--- src/design/av_sync_video_frame_scheduler_top_macros.svh ---
// assertion macros used by the scheduler datapath
// expects clk and rst in the scope of use
`ifndef AV_SYNC_VIDEO_FRAME_SCHEDULER_TOP_MACROS_SVH
`define AV_SYNC_VIDEO_FRAME_SCHEDULER_TOP_MACROS_SVH
// same-cycle implication
`define AVS_ASSERT_IMP(lbl, ante, cons, msg) \
  lbl: assert property (@(posedge clk) disable iff (rst) (ante) |-> (cons)) else $error(msg);
// next-cycle implication
`define AVS_ASSERT_NXT(lbl, ante, cons, msg) \
  lbl: assert property (@(posedge clk) disable iff (rst) (ante) |=> (cons)) else $error(msg);
`endif

--- src/design/avs_pkg.sv ---
// shared constants, codes and control structs of the av sync scheduler
// no dependencies
package avs_pkg;

  localparam int QUEUE_DEPTH_DEF = 3;
  localparam int TIME_WIDTH_DEF  = 48;

  localparam int CALC_W    = 64;
  localparam int DIV_NUM_W = 39;
  localparam int CFG_IDX_W = 3;
  localparam int CFG_DAT_W = 24;
  localparam int PEND_W    = 17;

  // rtp ticks to microseconds: floor(t * 125 / 6) at 48 kHz, floor(t * 100 / 9) at 90 kHz
  localparam logic [31:0]          AUDIO_MAGIC = 32'hAAAA_AAAB;
  localparam int                   AUDIO_SHIFT = 34;
  localparam logic [31:0]          AUDIO_DEN   = 32'd6;
  localparam logic [DIV_NUM_W-1:0] AUDIO_MUL   = DIV_NUM_W'(125);
  localparam logic [31:0]          VIDEO_MAGIC = 32'h38E3_8E39;
  localparam int                   VIDEO_SHIFT = 33;
  localparam logic [31:0]          VIDEO_DEN   = 32'd9;
  localparam logic [DIV_NUM_W-1:0] VIDEO_MUL   = DIV_NUM_W'(100);

  localparam logic [15:0] PREBUF_RST  = 16'd3840;
  localparam logic [15:0] MAXPEND_RST = 16'd11520;
  localparam logic [19:0] EARLY_RST   = 20'd10000;
  localparam logic [19:0] LATE_RST    = 20'd100000;
  localparam logic [23:0] MISSING_RST = 24'd200000;

  localparam logic [1:0] MODE_VIDEO  = 2'd0;
  localparam logic [1:0] MODE_AUDIO  = 2'd1;
  localparam logic [1:0] MODE_TICK   = 2'd2;
  localparam logic [1:0] MODE_UNUSED = 2'd3;

  localparam logic [CFG_IDX_W-1:0] REG_PREBUF  = 3'd0;
  localparam logic [CFG_IDX_W-1:0] REG_MAXPEND = 3'd1;
  localparam logic [CFG_IDX_W-1:0] REG_EARLY   = 3'd2;
  localparam logic [CFG_IDX_W-1:0] REG_LATE    = 3'd3;
  localparam logic [CFG_IDX_W-1:0] REG_MISSING = 3'd4;

  localparam int OP_W = 4;
  localparam logic [OP_W-1:0] OP_NONE   = 4'd0;
  localparam logic [OP_W-1:0] OP_LOAD   = 4'd1;
  localparam logic [OP_W-1:0] OP_VIDEO  = 4'd2;
  localparam logic [OP_W-1:0] OP_AUDIO  = 4'd3;
  localparam logic [OP_W-1:0] OP_WRITE  = 4'd4;
  localparam logic [OP_W-1:0] OP_ABASE  = 4'd5;
  localparam logic [OP_W-1:0] OP_SETUP  = 4'd6;
  localparam logic [OP_W-1:0] OP_VSTART = 4'd7;
  localparam logic [OP_W-1:0] OP_DIFF   = 4'd8;
  localparam logic [OP_W-1:0] OP_DROP   = 4'd9;
  localparam logic [OP_W-1:0] OP_SHOW   = 4'd10;
  localparam logic [OP_W-1:0] OP_OUT    = 4'd11;

  typedef struct packed {
    logic [OP_W-1:0] op;
  } cmd_t;

  typedef struct packed {
    logic [1:0] mode;
    logic       go;
    logic       div_busy;
    logic       q_empty;
    logic       wait_f;
    logic       drop_f;
  } status_t;

endpackage

--- src/design/avs_ifs.sv ---
// event and result channel interfaces of the av sync scheduler
// depends on avs_pkg
interface avs_ev_if #(parameter int TIME_WIDTH = avs_pkg::TIME_WIDTH_DEF);
  logic                  valid;
  logic                  ready;
  logic [1:0]            mode;
  logic [31:0]           rtp_timestamp;
  logic [15:0]           frame_handle;
  logic [13:0]           audio_byte_count;
  logic [TIME_WIDTH-1:0] now_us;
  logic [TIME_WIDTH-1:0] audio_played_us;
  logic                  sink_idle;
  logic [15:0]           device_free_bytes;
  logic                  device_ok;
  modport source(output valid, mode, rtp_timestamp, frame_handle, audio_byte_count, now_us,
                 audio_played_us, sink_idle, device_free_bytes, device_ok, input ready);
  modport sink(input valid, mode, rtp_timestamp, frame_handle, audio_byte_count, now_us,
               audio_played_us, sink_idle, device_free_bytes, device_ok, output ready);
endinterface

interface avs_res_if;
  logic        valid;
  logic        ready;
  logic        frame_valid;
  logic [15:0] frame_shown;
  logic [1:0]  frames_dropped;
  logic [15:0] audio_bytes_written;
  logic        audio_started;
  logic        audio_unavailable;
  modport source(output valid, frame_valid, frame_shown, frames_dropped, audio_bytes_written,
                 audio_started, audio_unavailable, input ready);
  modport sink(input valid, frame_valid, frame_shown, frames_dropped, audio_bytes_written,
               audio_started, audio_unavailable, output ready);
endinterface

--- src/design/avs_div.sv ---
// rtp tick to microsecond converter: reciprocal multiply, remainder, scale
// depends on avs_pkg
module avs_div (
  input  logic                           clk,
  input  logic                           rst,
  input  logic                           start,
  input  logic [31:0]                    ticks,
  input  logic                           video,
  output logic                           busy,
  output logic [avs_pkg::DIV_NUM_W-1:0]  quot
);
  logic [31:0] tk_r;
  logic        vid_r;
  logic [1:0]  phase;
  logic [63:0] prod;
  logic [31:0] q_r;
  logic [3:0]  r_r;
  logic [31:0] magic, den, q_c, qd_c;
  logic [3:0]  r_c;
  logic [6:0]  frac;
  logic [avs_pkg::DIV_NUM_W-1:0] whole;

  always_comb begin
    magic = vid_r ? avs_pkg::VIDEO_MAGIC : avs_pkg::AUDIO_MAGIC;
    den   = vid_r ? avs_pkg::VIDEO_DEN : avs_pkg::AUDIO_DEN;
    q_c   = vid_r ? 32'(prod >> avs_pkg::VIDEO_SHIFT) : 32'(prod >> avs_pkg::AUDIO_SHIFT);
    qd_c  = q_c * den;
    r_c   = 4'(tk_r - qd_c);
    whole = vid_r ? avs_pkg::DIV_NUM_W'(q_r) * avs_pkg::VIDEO_MUL
                  : avs_pkg::DIV_NUM_W'(q_r) * avs_pkg::AUDIO_MUL;
    frac  = '0;
    // remainder share of the scaled quotient
    if (vid_r) begin
      case (r_r)
        4'd1:    frac = 7'd11;
        4'd2:    frac = 7'd22;
        4'd3:    frac = 7'd33;
        4'd4:    frac = 7'd44;
        4'd5:    frac = 7'd55;
        4'd6:    frac = 7'd66;
        4'd7:    frac = 7'd77;
        4'd8:    frac = 7'd88;
        default: frac = '0;
      endcase
    end else begin
      case (r_r)
        4'd1:    frac = 7'd20;
        4'd2:    frac = 7'd41;
        4'd3:    frac = 7'd62;
        4'd4:    frac = 7'd83;
        4'd5:    frac = 7'd104;
        default: frac = '0;
      endcase
    end
  end

  always_ff @(posedge clk) begin
    if (rst) begin
      busy  <= 1'b0;
      phase <= '0;
    end else if (start) begin
      busy  <= 1'b1;
      phase <= '0;
    end else if (busy) begin
      phase <= phase + 1'b1;
      if (phase == 2'd2) busy <= 1'b0;
    end
  end

  always_ff @(posedge clk) begin
    if (start) begin
      tk_r  <= ticks;
      vid_r <= video;
    end else if (busy) begin
      case (phase)
        2'd0: prod <= 64'(tk_r) * 64'(magic);
        2'd1: begin
          q_r <= q_c;
          r_r <= r_c;
        end
        2'd2: quot <= whole + avs_pkg::DIV_NUM_W'(frac);
        default: ;
      endcase
    end
  end
endmodule

--- src/design/avs_dp.sv ---
// datapath: config registers, frame queue, audio accounting, clock compare
// depends on avs_pkg, avs_div and the macros header
`include "av_sync_video_frame_scheduler_top_macros.svh"
module avs_dp #(
  parameter int QUEUE_DEPTH = avs_pkg::QUEUE_DEPTH_DEF,
  parameter int TIME_WIDTH  = avs_pkg::TIME_WIDTH_DEF
) (
  input  logic                           clk,
  input  logic                           rst,
  input  logic                           cfg_we,
  input  logic [avs_pkg::CFG_IDX_W-1:0]  cfg_index,
  input  logic [avs_pkg::CFG_DAT_W-1:0]  cfg_data,
  input  logic [1:0]                     mode,
  input  logic [31:0]                    rtp_timestamp,
  input  logic [15:0]                    frame_handle,
  input  logic [13:0]                    audio_byte_count,
  input  logic [TIME_WIDTH-1:0]          now_us,
  input  logic [TIME_WIDTH-1:0]          audio_played_us,
  input  logic                           sink_idle,
  input  logic [15:0]                    device_free_bytes,
  input  logic                           device_ok,
  input  avs_pkg::cmd_t                  cmd,
  output avs_pkg::status_t               status,
  output logic                           frame_valid,
  output logic [15:0]                    frame_shown,
  output logic [1:0]                     frames_dropped,
  output logic [15:0]                    audio_bytes_written,
  output logic                           audio_started,
  output logic                           audio_unavailable
);
  localparam int IDX_W = (QUEUE_DEPTH > 1) ? $clog2(QUEUE_DEPTH) : 1;
  localparam int CNT_W = $clog2(QUEUE_DEPTH + 1);
  localparam int CW    = avs_pkg::CALC_W;

  logic [15:0] prebuf, maxpend;
  logic [19:0] early, late;
  logic [23:0] missing;

  logic [1:0]            mode_r;
  logic [31:0]           ts_r;
  logic [15:0]           handle_r;
  logic [13:0]           bytes_r;
  logic [TIME_WIDTH-1:0] now_r, played_r;
  logic                  idle_r, ok_r;
  logic [15:0]           free_r;

  logic [31:0] q_ts [QUEUE_DEPTH];
  logic [15:0] q_hd [QUEUE_DEPTH];
  logic [IDX_W-1:0] head;
  logic [CNT_W-1:0] count;

  logic                  have_vs, have_as, sink_running, audio_disabled, recent;
  logic [31:0]           first_vts, first_ats;
  logic [TIME_WIDTH-1:0] first_varr, first_aarr, last_aarr;
  logic [avs_pkg::PEND_W-1:0] pending;
  logic [CW-1:0] master, offset, diff;

  logic        res_valid;
  logic [15:0] res_shown, res_written;
  logic [1:0]  res_dropped;

  logic [IDX_W:0]   tail_sum, tail;
  logic [IDX_W-1:0] head_inc, wr_idx;
  logic             full;
  logic [avs_pkg::PEND_W:0]   sum;
  logic [avs_pkg::PEND_W-1:0] capped, wr_amt;
  logic [CW-1:0]    since, mag, base;
  logic             recent_c;
  logic [31:0]      delta;
  logic             div_start, div_busy, div_video;
  logic [31:0]      div_ticks;
  logic [avs_pkg::DIV_NUM_W-1:0] quot;

  always_comb begin
    tail_sum = {1'b0, head} + (IDX_W+1)'(count);
    tail     = (tail_sum >= (IDX_W+1)'(QUEUE_DEPTH)) ? tail_sum - (IDX_W+1)'(QUEUE_DEPTH)
                                                       : tail_sum;
    head_inc = (head == IDX_W'(QUEUE_DEPTH - 1)) ? '0 : head + 1'b1;
    full     = count == CNT_W'(QUEUE_DEPTH);
    wr_idx   = full ? head : tail[IDX_W-1:0];
    sum      = {1'b0, pending} + (avs_pkg::PEND_W+1)'(bytes_r);
    capped   = (sum > (avs_pkg::PEND_W+1)'(maxpend)) ? avs_pkg::PEND_W'(maxpend)
                                                      : sum[avs_pkg::PEND_W-1:0];
    if (!sink_running || pending == '0) wr_amt = '0;
    else if (avs_pkg::PEND_W'(free_r) < pending) wr_amt = avs_pkg::PEND_W'(free_r);
    else wr_amt = pending;
    since    = CW'(now_r) - CW'(last_aarr);
    recent_c = since[CW-1] || (since < CW'(missing));
    delta    = q_ts[head] - first_vts;
    base     = CW'(quot);
    mag      = '0 - diff;
    div_start = (cmd.op == avs_pkg::OP_ABASE) || (cmd.op == avs_pkg::OP_VSTART);
    div_video = cmd.op != avs_pkg::OP_ABASE;
    div_ticks = div_video ? delta : first_ats;
  end

  avs_div u_div (
    .clk  (clk),
    .rst  (rst),
    .start(div_start),
    .ticks(div_ticks),
    .video(div_video),
    .busy (div_busy),
    .quot (quot)
  );

  always_comb begin
    status.mode     = mode_r;
    status.go       = (count != '0) && !(have_as && !audio_disabled && !sink_running && recent);
    status.div_busy = div_busy;
    status.q_empty  = count == '0;
    status.wait_f   = !diff[CW-1] && (diff > CW'(early));
    status.drop_f   = diff[CW-1] && (mag > CW'(late));
  end

  always_ff @(posedge clk) begin
    if (rst) begin
      prebuf  <= avs_pkg::PREBUF_RST;
      maxpend <= avs_pkg::MAXPEND_RST;
      early   <= avs_pkg::EARLY_RST;
      late    <= avs_pkg::LATE_RST;
      missing <= avs_pkg::MISSING_RST;
    end else if (cfg_we) begin
      unique case (cfg_index)
        avs_pkg::REG_PREBUF:  prebuf  <= cfg_data[15:0];
        avs_pkg::REG_MAXPEND: maxpend <= cfg_data[15:0];
        avs_pkg::REG_EARLY:   early   <= cfg_data[19:0];
        avs_pkg::REG_LATE:    late    <= cfg_data[19:0];
        avs_pkg::REG_MISSING: missing <= cfg_data;
        default: ;
      endcase
    end
  end

  // control state
  always_ff @(posedge clk) begin
    if (rst) begin
      head           <= '0;
      count          <= '0;
      have_vs        <= 1'b0;
      have_as        <= 1'b0;
      sink_running   <= 1'b0;
      audio_disabled <= 1'b0;
      first_vts      <= '0;
      first_ats      <= '0;
      first_varr     <= '0;
      first_aarr     <= '0;
      last_aarr      <= '0;
      pending        <= '0;
    end else begin
      case (cmd.op)
        avs_pkg::OP_VIDEO: begin
          if (!have_vs) begin
            have_vs    <= 1'b1;
            first_vts  <= ts_r;
            first_varr <= now_r;
          end
          if (full) head <= head_inc;
          else count <= count + 1'b1;
        end
        avs_pkg::OP_AUDIO: begin
          if (!audio_disabled) begin
            if (!have_as) begin
              have_as    <= 1'b1;
              first_ats  <= ts_r;
              first_aarr <= now_r;
            end
            last_aarr <= now_r;
            pending   <= capped;
            if (!sink_running && capped >= avs_pkg::PEND_W'(prebuf)) begin
              if (ok_r) sink_running <= 1'b1;
              else begin
                audio_disabled <= 1'b1;
                pending        <= '0;
              end
            end
          end
        end
        avs_pkg::OP_WRITE: pending <= pending - wr_amt;
        avs_pkg::OP_DROP, avs_pkg::OP_SHOW: begin
          head  <= head_inc;
          count <= count - 1'b1;
        end
        default: ;
      endcase
    end
  end

  // payload registers
  always_ff @(posedge clk) begin
    case (cmd.op)
      avs_pkg::OP_LOAD: begin
        mode_r      <= mode;
        ts_r        <= rtp_timestamp;
        handle_r    <= frame_handle;
        bytes_r     <= audio_byte_count;
        now_r       <= now_us;
        played_r    <= audio_played_us;
        idle_r      <= sink_idle;
        free_r      <= device_free_bytes;
        ok_r        <= device_ok;
        res_valid   <= 1'b0;
        res_shown   <= '0;
        res_dropped <= '0;
        res_written <= '0;
      end
      avs_pkg::OP_VIDEO: begin
        q_ts[wr_idx] <= ts_r;
        q_hd[wr_idx] <= handle_r;
        if (full) res_dropped <= 2'd1;
      end
      avs_pkg::OP_WRITE: begin
        res_written <= wr_amt[15:0];
        recent      <= recent_c;
      end
      avs_pkg::OP_SETUP: begin
        if (sink_running && (!idle_r || recent || pending != '0)) begin
          master <= base + CW'(played_r);
          offset <= base + (CW'(first_varr) - CW'(first_aarr));
        end else begin
          master <= CW'(now_r);
          offset <= CW'(first_varr);
        end
      end
      avs_pkg::OP_DIFF: diff <= offset + CW'(quot) - master;
      avs_pkg::OP_DROP: if (res_dropped != 2'd3) res_dropped <= res_dropped + 1'b1;
      avs_pkg::OP_SHOW: begin
        res_valid <= 1'b1;
        res_shown <= q_hd[head];
      end
      avs_pkg::OP_OUT: begin
        frame_valid         <= res_valid;
        frame_shown         <= res_shown;
        frames_dropped      <= res_dropped;
        audio_bytes_written <= res_written;
        audio_started       <= sink_running;
        audio_unavailable   <= audio_disabled;
      end
      default: ;
    endcase
  end

  `AVS_ASSERT_IMP(a_count_range, 1'b1, count <= CNT_W'(QUEUE_DEPTH), "queue count over depth")
  `AVS_ASSERT_IMP(a_sink_state, 1'b1, !(sink_running && audio_disabled), "sink running while disabled")
  `AVS_ASSERT_NXT(a_show_pop, cmd.op == avs_pkg::OP_SHOW, count == $past(count) - 1'b1, "show did not pop")
  `AVS_ASSERT_IMP(a_div_start, div_start, !div_busy, "divider restarted while busy")
endmodule

--- src/design/avs_ctrl.sv ---
// controller: sequences each event through the datapath, owns handshakes
// depends on avs_pkg
module avs_ctrl (
  input  logic              clk,
  input  logic              rst,
  input  logic              ev_valid,
  input  logic [1:0]        ev_mode,
  output logic              ev_ready,
  output logic              out_valid,
  input  logic              out_ready,
  input  avs_pkg::status_t  status,
  output avs_pkg::cmd_t     cmd
);
  localparam logic [3:0] S_IDLE   = 4'd0;
  localparam logic [3:0] S_VIDEO  = 4'd1;
  localparam logic [3:0] S_AUDIO  = 4'd2;
  localparam logic [3:0] S_WRITE  = 4'd3;
  localparam logic [3:0] S_CHECK  = 4'd4;
  localparam logic [3:0] S_ABASE  = 4'd5;
  localparam logic [3:0] S_ADIV   = 4'd6;
  localparam logic [3:0] S_SETUP  = 4'd7;
  localparam logic [3:0] S_VSTART = 4'd8;
  localparam logic [3:0] S_VDIV   = 4'd9;
  localparam logic [3:0] S_DIFF   = 4'd10;
  localparam logic [3:0] S_DECIDE = 4'd11;
  localparam logic [3:0] S_DONE   = 4'd12;

  logic [3:0] state, state_next;

  always_comb begin
    state_next = state;
    cmd.op     = avs_pkg::OP_NONE;
    ev_ready   = state == S_IDLE;
    unique case (state)
      S_IDLE: if (ev_valid) begin
        cmd.op = avs_pkg::OP_LOAD;
        unique case (ev_mode)
          avs_pkg::MODE_VIDEO: state_next = S_VIDEO;
          avs_pkg::MODE_AUDIO: state_next = S_AUDIO;
          avs_pkg::MODE_TICK:  state_next = S_WRITE;
          default:             state_next = S_DONE;
        endcase
      end
      S_VIDEO: begin
        cmd.op     = avs_pkg::OP_VIDEO;
        state_next = S_DONE;
      end
      S_AUDIO: begin
        cmd.op     = avs_pkg::OP_AUDIO;
        state_next = S_WRITE;
      end
      S_WRITE: begin
        cmd.op     = avs_pkg::OP_WRITE;
        state_next = (status.mode == avs_pkg::MODE_TICK) ? S_CHECK : S_DONE;
      end
      S_CHECK: state_next = status.go ? S_ABASE : S_DONE;
      S_ABASE: begin
        cmd.op     = avs_pkg::OP_ABASE;
        state_next = S_ADIV;
      end
      S_ADIV: if (!status.div_busy) state_next = S_SETUP;
      S_SETUP: begin
        cmd.op     = avs_pkg::OP_SETUP;
        state_next = S_VSTART;
      end
      S_VSTART: begin
        if (status.q_empty) state_next = S_DONE;
        else begin
          cmd.op     = avs_pkg::OP_VSTART;
          state_next = S_VDIV;
        end
      end
      S_VDIV: if (!status.div_busy) state_next = S_DIFF;
      S_DIFF: begin
        cmd.op     = avs_pkg::OP_DIFF;
        state_next = S_DECIDE;
      end
      S_DECIDE: begin
        if (status.wait_f) state_next = S_DONE;
        else if (status.drop_f) begin
          cmd.op     = avs_pkg::OP_DROP;
          state_next = S_VSTART;
        end else begin
          cmd.op     = avs_pkg::OP_SHOW;
          state_next = S_DONE;
        end
      end
      S_DONE: if (!out_valid || out_ready) begin
        cmd.op     = avs_pkg::OP_OUT;
        state_next = S_IDLE;
      end
      default: state_next = S_IDLE;
    endcase
  end

  always_ff @(posedge clk) begin
    if (rst) begin
      state     <= S_IDLE;
      out_valid <= 1'b0;
    end else begin
      state <= state_next;
      if (cmd.op == avs_pkg::OP_OUT) out_valid <= 1'b1;
      else if (out_ready) out_valid <= 1'b0;
    end
  end
endmodule

--- src/design/av_sync_video_frame_scheduler_top.sv ---
// av sync video frame scheduler: audio-master-clock pacing of decoded frames
// event channel ev (video frame, audio chunk, tick or unused code), result channel res and
// a config write port (cfg_we, cfg_index, cfg_data); each event gives one result transaction
// a video event queues its frame; an audio event adds its bytes and writes to the device;
// a tick writes and then, when playback may go, examines queued frames in order, dropping
// late ones, until one is shown, one is early or the queue empties; the tick cost is set
// by the rtp to microsecond conversion, run for the audio base and every examined frame
// (reciprocal multiply, remainder step, scale step)
// one event is in work at a time and ev.ready is high only while the controller idles, so
// a further event waits at the input until the controller is back in idle
// the result sits in an output register and the next event is accepted while it waits;
// while res.ready stays low that event finishes and holds until the register frees,
// and no further event is accepted before then; reset (rst, synchronous) empties the
// frame queue, clears audio state and flags, drops res.valid and restores register
// defaults; no clearing pass is needed; config writes take effect at the next edge; the
// user must issue them only while no event is in work, as the block does not enforce it
module av_sync_video_frame_scheduler_top #(
  parameter int QUEUE_DEPTH = avs_pkg::QUEUE_DEPTH_DEF,
  parameter int TIME_WIDTH  = avs_pkg::TIME_WIDTH_DEF
) (
  input  logic                          clk,
  input  logic                          rst,
  input  logic                          cfg_we,
  input  logic [avs_pkg::CFG_IDX_W-1:0] cfg_index,
  input  logic [avs_pkg::CFG_DAT_W-1:0] cfg_data,
  avs_ev_if.sink                        ev,
  avs_res_if.source                     res
);
  avs_pkg::cmd_t    cmd;
  avs_pkg::status_t status;

  avs_ctrl u_ctrl (
    .clk      (clk),
    .rst      (rst),
    .ev_valid (ev.valid),
    .ev_mode  (ev.mode),
    .ev_ready (ev.ready),
    .out_valid(res.valid),
    .out_ready(res.ready),
    .status   (status),
    .cmd      (cmd)
  );

  avs_dp #(
    .QUEUE_DEPTH(QUEUE_DEPTH),
    .TIME_WIDTH (TIME_WIDTH)
  ) u_dp (
    .clk                (clk),
    .rst                (rst),
    .cfg_we             (cfg_we),
    .cfg_index          (cfg_index),
    .cfg_data           (cfg_data),
    .mode               (ev.mode),
    .rtp_timestamp      (ev.rtp_timestamp),
    .frame_handle       (ev.frame_handle),
    .audio_byte_count   (ev.audio_byte_count),
    .now_us             (ev.now_us),
    .audio_played_us    (ev.audio_played_us),
    .sink_idle          (ev.sink_idle),
    .device_free_bytes  (ev.device_free_bytes),
    .device_ok          (ev.device_ok),
    .cmd                (cmd),
    .status             (status),
    .frame_valid        (res.frame_valid),
    .frame_shown        (res.frame_shown),
    .frames_dropped     (res.frames_dropped),
    .audio_bytes_written(res.audio_bytes_written),
    .audio_started      (res.audio_started),
    .audio_unavailable  (res.audio_unavailable)
  );
endmodule
--- src/flat_wrapper.sv ---
// flat-port wrapper written by rule: the top's interface ports become plain ports
module av_sync_video_frame_scheduler_top_flat 
#(
  parameter int QUEUE_DEPTH = avs_pkg::QUEUE_DEPTH_DEF,
  parameter int TIME_WIDTH  = avs_pkg::TIME_WIDTH_DEF
)
  (clk, rst, cfg_we, cfg_index, cfg_data, ev_valid, ev_mode, ev_rtp_timestamp, ev_frame_handle, ev_audio_byte_count, ev_now_us, ev_audio_played_us, ev_sink_idle, ev_device_free_bytes, ev_device_ok, ev_ready, res_valid, res_frame_valid, res_frame_shown, res_frames_dropped, res_audio_bytes_written, res_audio_started, res_audio_unavailable, res_ready);
  avs_ev_if #(.TIME_WIDTH(TIME_WIDTH)) ev_i ();
  avs_res_if res_i ();
  input  logic clk;
  input  logic rst;
  input  logic cfg_we;
  input  logic [avs_pkg::CFG_IDX_W-1:0] cfg_index;
  input  logic [avs_pkg::CFG_DAT_W-1:0] cfg_data;
  input wire logic [$bits(ev_i.valid)-1:0] ev_valid;
  input wire logic [$bits(ev_i.mode)-1:0] ev_mode;
  input wire logic [$bits(ev_i.rtp_timestamp)-1:0] ev_rtp_timestamp;
  input wire logic [$bits(ev_i.frame_handle)-1:0] ev_frame_handle;
  input wire logic [$bits(ev_i.audio_byte_count)-1:0] ev_audio_byte_count;
  input wire logic [$bits(ev_i.now_us)-1:0] ev_now_us;
  input wire logic [$bits(ev_i.audio_played_us)-1:0] ev_audio_played_us;
  input wire logic [$bits(ev_i.sink_idle)-1:0] ev_sink_idle;
  input wire logic [$bits(ev_i.device_free_bytes)-1:0] ev_device_free_bytes;
  input wire logic [$bits(ev_i.device_ok)-1:0] ev_device_ok;
  output wire logic [$bits(ev_i.ready)-1:0] ev_ready;
  output wire logic [$bits(res_i.valid)-1:0] res_valid;
  output wire logic [$bits(res_i.frame_valid)-1:0] res_frame_valid;
  output wire logic [$bits(res_i.frame_shown)-1:0] res_frame_shown;
  output wire logic [$bits(res_i.frames_dropped)-1:0] res_frames_dropped;
  output wire logic [$bits(res_i.audio_bytes_written)-1:0] res_audio_bytes_written;
  output wire logic [$bits(res_i.audio_started)-1:0] res_audio_started;
  output wire logic [$bits(res_i.audio_unavailable)-1:0] res_audio_unavailable;
  input wire logic [$bits(res_i.ready)-1:0] res_ready;
  assign ev_i.valid = ev_valid;
  assign ev_i.mode = ev_mode;
  assign ev_i.rtp_timestamp = ev_rtp_timestamp;
  assign ev_i.frame_handle = ev_frame_handle;
  assign ev_i.audio_byte_count = ev_audio_byte_count;
  assign ev_i.now_us = ev_now_us;
  assign ev_i.audio_played_us = ev_audio_played_us;
  assign ev_i.sink_idle = ev_sink_idle;
  assign ev_i.device_free_bytes = ev_device_free_bytes;
  assign ev_i.device_ok = ev_device_ok;
  assign ev_ready = ev_i.ready;
  assign res_valid = res_i.valid;
  assign res_frame_valid = res_i.frame_valid;
  assign res_frame_shown = res_i.frame_shown;
  assign res_frames_dropped = res_i.frames_dropped;
  assign res_audio_bytes_written = res_i.audio_bytes_written;
  assign res_audio_started = res_i.audio_started;
  assign res_audio_unavailable = res_i.audio_unavailable;
  assign res_i.ready = res_ready;
  av_sync_video_frame_scheduler_top #(.QUEUE_DEPTH(QUEUE_DEPTH), .TIME_WIDTH(TIME_WIDTH)) u_core (.clk(clk), .rst(rst), .cfg_we(cfg_we), .cfg_index(cfg_index), .cfg_data(cfg_data), .ev(ev_i), .res(res_i));
endmodule
--- config.mk ---
export PLATFORM = sky130hd
export DESIGN_NAME = av_sync_video_frame_scheduler_top_flat
export DESIGN_NICKNAME = d
export VERILOG_FILES = /design/src/design/avs_pkg.sv /design/src/design/avs_ifs.sv /design/src/design/avs_div.sv /design/src/design/avs_dp.sv /design/src/design/avs_ctrl.sv /design/src/design/av_sync_video_frame_scheduler_top.sv /design/src/flat_wrapper.sv
export VERILOG_INCLUDE_DIRS = /design/src /design/src/design
export SDC_FILE = /design/constraint.sdc
export NUM_CORES = 2
export LEC_CHECK = 0
export BUFFER_PORTS_ARGS = -buffer_cell sky130_fd_sc_hd__buf_2
export CAP_MARGIN = 0
export CORE_ASPECT_RATIO = 1.1
export CORE_MARGIN = 8
export CORE_UTILIZATION = 55
export DETAILED_ROUTE_END_ITERATION = 7
export PLACE_DENSITY_LB_ADDON = 0.1
export SLEW_MARGIN = 5
export SYNTH_ARGS = -nofsm -noshare
export SYNTH_HDL_FRONTEND = slang
export SYNTH_SLANG_ARGS = --single-unit
--- constraint.sdc ---
create_clock -name clk -period 13 [get_ports clk]
set_input_delay 1.95 -clock clk [delete_from_list [all_inputs] [get_ports clk]]
set_output_delay 1.95 -clock clk [all_outputs]
set_load 0.005 [all_outputs]
==> metrics.txt <==
result of the run=finished, final reports clean; prevailing post-synth register cell=edfxtp_1; floorplan die height=431 um; die area=170000 um^2; number of synthesized flops with an enable pin=696; length in cells of the worst reg-to-reg path=30; Final Max Tran Viols=0; most numerous cell on the critical path=fa_1; detailed-route DRC error count=0; TritonCTS Buffers=110; most numerous cell types in the synthesized netlist=inv_1 (1496), nand2_1 (1056), ha_1 (878); measured slew at the worst slew-check pin=1.24 ns; share of layout cells above drive strength 1=0.0642; synthesized area divided by synthesized cell count=9.57 um^2; Post-Syn Nets=10.8k; hold crit path type=register to register; routed wire length per instance=22.5 um; CTS resizes=0; leading area contributor after synthesis=edfxtp_1; Ys Warns=0; starting density of the core=0.553; Synth cell types=84; root buffer cell=clkbuf_16; Total Wirelength=256000 um; placer congestion estimate=0.978; synthesized instance count=9013; number of core rows=152; growth of design area from synthesis to finish=8.33%; initial antenna violation count=24; detail-routed via count per cell=5.72; delay of the slowest cell on the worst path=0.80 ns; vias in the first global route=65.7k; estimated wirelength of the detail-placed design=206000 um; CTS clk-pin slew, worst paths=0.06 ns; Peak Freq=95.5 MHz; kind of capture point of the worst setup path=register; number of search-and-repair iterations in the first detailed-routing pass=5; I/O pins=249; CTS Buffer Depth=3; number of synthesized register bits=1042; worst-path fanout max=56; Maximum Capacitance Violations=0; overall routing resource usage=0.296; clock tree sinks=1042; final worst path period need=10.47 ns; sum of negative setup slack=0 ns; data required time of the critical path=13.51 ns; number of antenna-violating nets in the routed design=0; number of cells after detailed placement=11.1k; TritonCTS clock tree=built; worst slew margin relative to its limit=0.176; unrepaired setup endpoints after global routing=false; endpoints failing hold=0; hold-fix buffers at CTS=0; top cells by area in the synthesized netlist=edfxtp_1 (24%), fa_1 (16%), ha_1 (13%); top cell type's share of synthesized area=0.242; worst skew pair latency=0.78 ns; width of the die=394 um; post-synthesis cell area=86200 um^2; cell with the biggest individual delay on the critical path=inv_2; final count of negative-setup-slack endpoints=0; setup skew after layout=0.0629 ns; number of H-tree branching levels=3; category of the critical setup timing path=register to register; Core Box Area=156000 um^2; most instantiated library cell after synthesis=inv_1; sequential area share after synthesis=0.323; largest net degree at the start of global routing=107; Data arrival, critical path=10.98 ns; overflow left after global routing=0; count of input and output buffers=248; Critical Path Source Type=register; filler-free cell count of the finished design=11.4k; share of synthesized flip-flops with an asynchronous set or reset=0; number of DRC markers after the initial detailed-route iteration=4467; count of vias placed by the detailed router=65.0k; Hold Path Depth=0; crit share post-route=0.805; wire length of the first global-routing pass=391000 um; total setup buffers inserted after CTS=0; nets@finish=11.0k
kinds of logic after synthesis:
group | count (synthesis) | synth area share
AO/OA/AOI/OAI | 1847 | 0.132
XOR/XNOR | 393 | 0.0399
flip-flops | 1042 | 0.323
adder cells (fa/ha/maj) | 1588 | 0.292
multiplexers | 149 | 0.0180
AND/OR/NAND/NOR | 2248 | 0.120
buffers and inverters | 1746 | 0.0762
worst max-delay path, delay by kind of cell (launching register included):
kind                     cells  cell delay (ns)
adder cells (fa/ha/maj)      9             4.23
buffers and inverters        8             2.10
XOR/XNOR                     1             0.11
AO/OA/AOI/OAI               10             3.04
AND/OR/NAND/NOR              2             0.33
flip-flops                   1             0.36
placed cells by master (no fill, tap or decap), types with 21 or more instances in the layout:
master,netlist,layout
buf_2,1,247
clkbuf_1,231,25
ha_1,878,878
a211oi_1,39,39
or2_2,36,36
nand2_1,1056,1055
mux2_2,51,51
buf_4,0,41
nand3b_1,35,35
nor3_1,93,91
a21o_1,218,218
o31ai_1,27,27
a31oi_1,62,62
and2_1,37,37
mux2i_1,98,98
a21boi_0,23,23
fa_1,710,710
o21bai_1,59,59
xnor2_1,232,232
and3_1,70,69
nor4_1,39,39
nor2b_1,86,86
clkbuf_16,0,114
inv_1,1496,1494
xor2_1,161,161
nand3_1,147,147
nor2_1,404,397
a21oi_1,719,718
nand4_1,69,69
nand2b_1,74,73
or3_1,36,35
dfxtp_1,346,344
o21ai_0,378,378
o211ai_1,37,37
o21a_1,67,67
edfxtp_1,696,696
a221oi_1,21,21
cell type report:
class	instances	area, um^2
Timing Repair Buffer	289	1560
Tap cell	2079	2600
Multi-Input combinational cell	6225	51900
Clock inverter	53	649
Clock buffer	157	3190
Antenna cell	10	25.0
Inverter	1498	5630
Sequential cell	1042	27800
Fill cell	13728	62500
registers in the layout, indices dropped and copies added (netlist names), 39 cells and up, named ones only:
| register | flops |
|---|---|
| u_core.u_dp.q_ts | 96 |
| u_core.u_dp.master | 49 |
| u_core.u_dp.now_r | 48 |
| u_core.u_dp.first_aarr | 48 |
| u_core.u_dp.u_div.quot | 39 |
| u_core.u_dp.last_aarr | 48 |
| u_core.u_dp.played_r | 48 |
| u_core.u_dp.diff | 64 |
| u_core.u_dp.q_hd | 48 |
| u_core.u_dp.offset | 50 |
| u_core.u_dp.first_varr | 48 |
per-stage QoR:
| step | hold WS, ns | utilization | setup WS [ns] | instance area, um^2 |
|---|---|---|---|---|
| after floorplan | 0.400 | - | 3.28 | 86200 |
| after global placement | 0.402 | 0.574 | 2.71 | 89600 |
| after detailed placement | 0.405 | 0.574 | 2.56 | 89600 |
| after CTS | 0.415 | 0.599 | 2.53 | 93400 |
| after global routing | 0.416 | 0.599 | 1.89 | 93400 |
| final | 0.408 | 0.599 | 2.53 | 93400 |
worst paths after layout:
path | start | to | slack (ns)
max reg2reg | u_core.u_dp.u_div.vid_r | u_core.u_dp.u_div.prod[61] | 2.53
min | u_core.u_dp.res_shown[10] | u_core.u_dp.frame_shown[10] | 0.41
max | u_core.u_dp.u_div.vid_r | u_core.u_dp.u_div.prod[61] | 2.53
min reg2reg | u_core.u_dp.res_shown[10] | u_core.u_dp.frame_shown[10] | 0.41
layer usage:
| metal | GRT usage | vias up | part of all wire |
|---|---|---|---|
| li1 | - | 30750 | - |
| met4 | 0.118 | 6 | 0.044 |
| met5 | 0 | - | 0.00012 |
| met2 | 0.508 | 1709 | 0.48 |
| met1 | 0.381 | 32056 | 0.42 |
| met3 | 0.0388 | 433 | 0.054 |
Power is left out: the tool's default activity adds up to more than one toggle a clock period on the data nets, which glitch-free logic cannot reach.
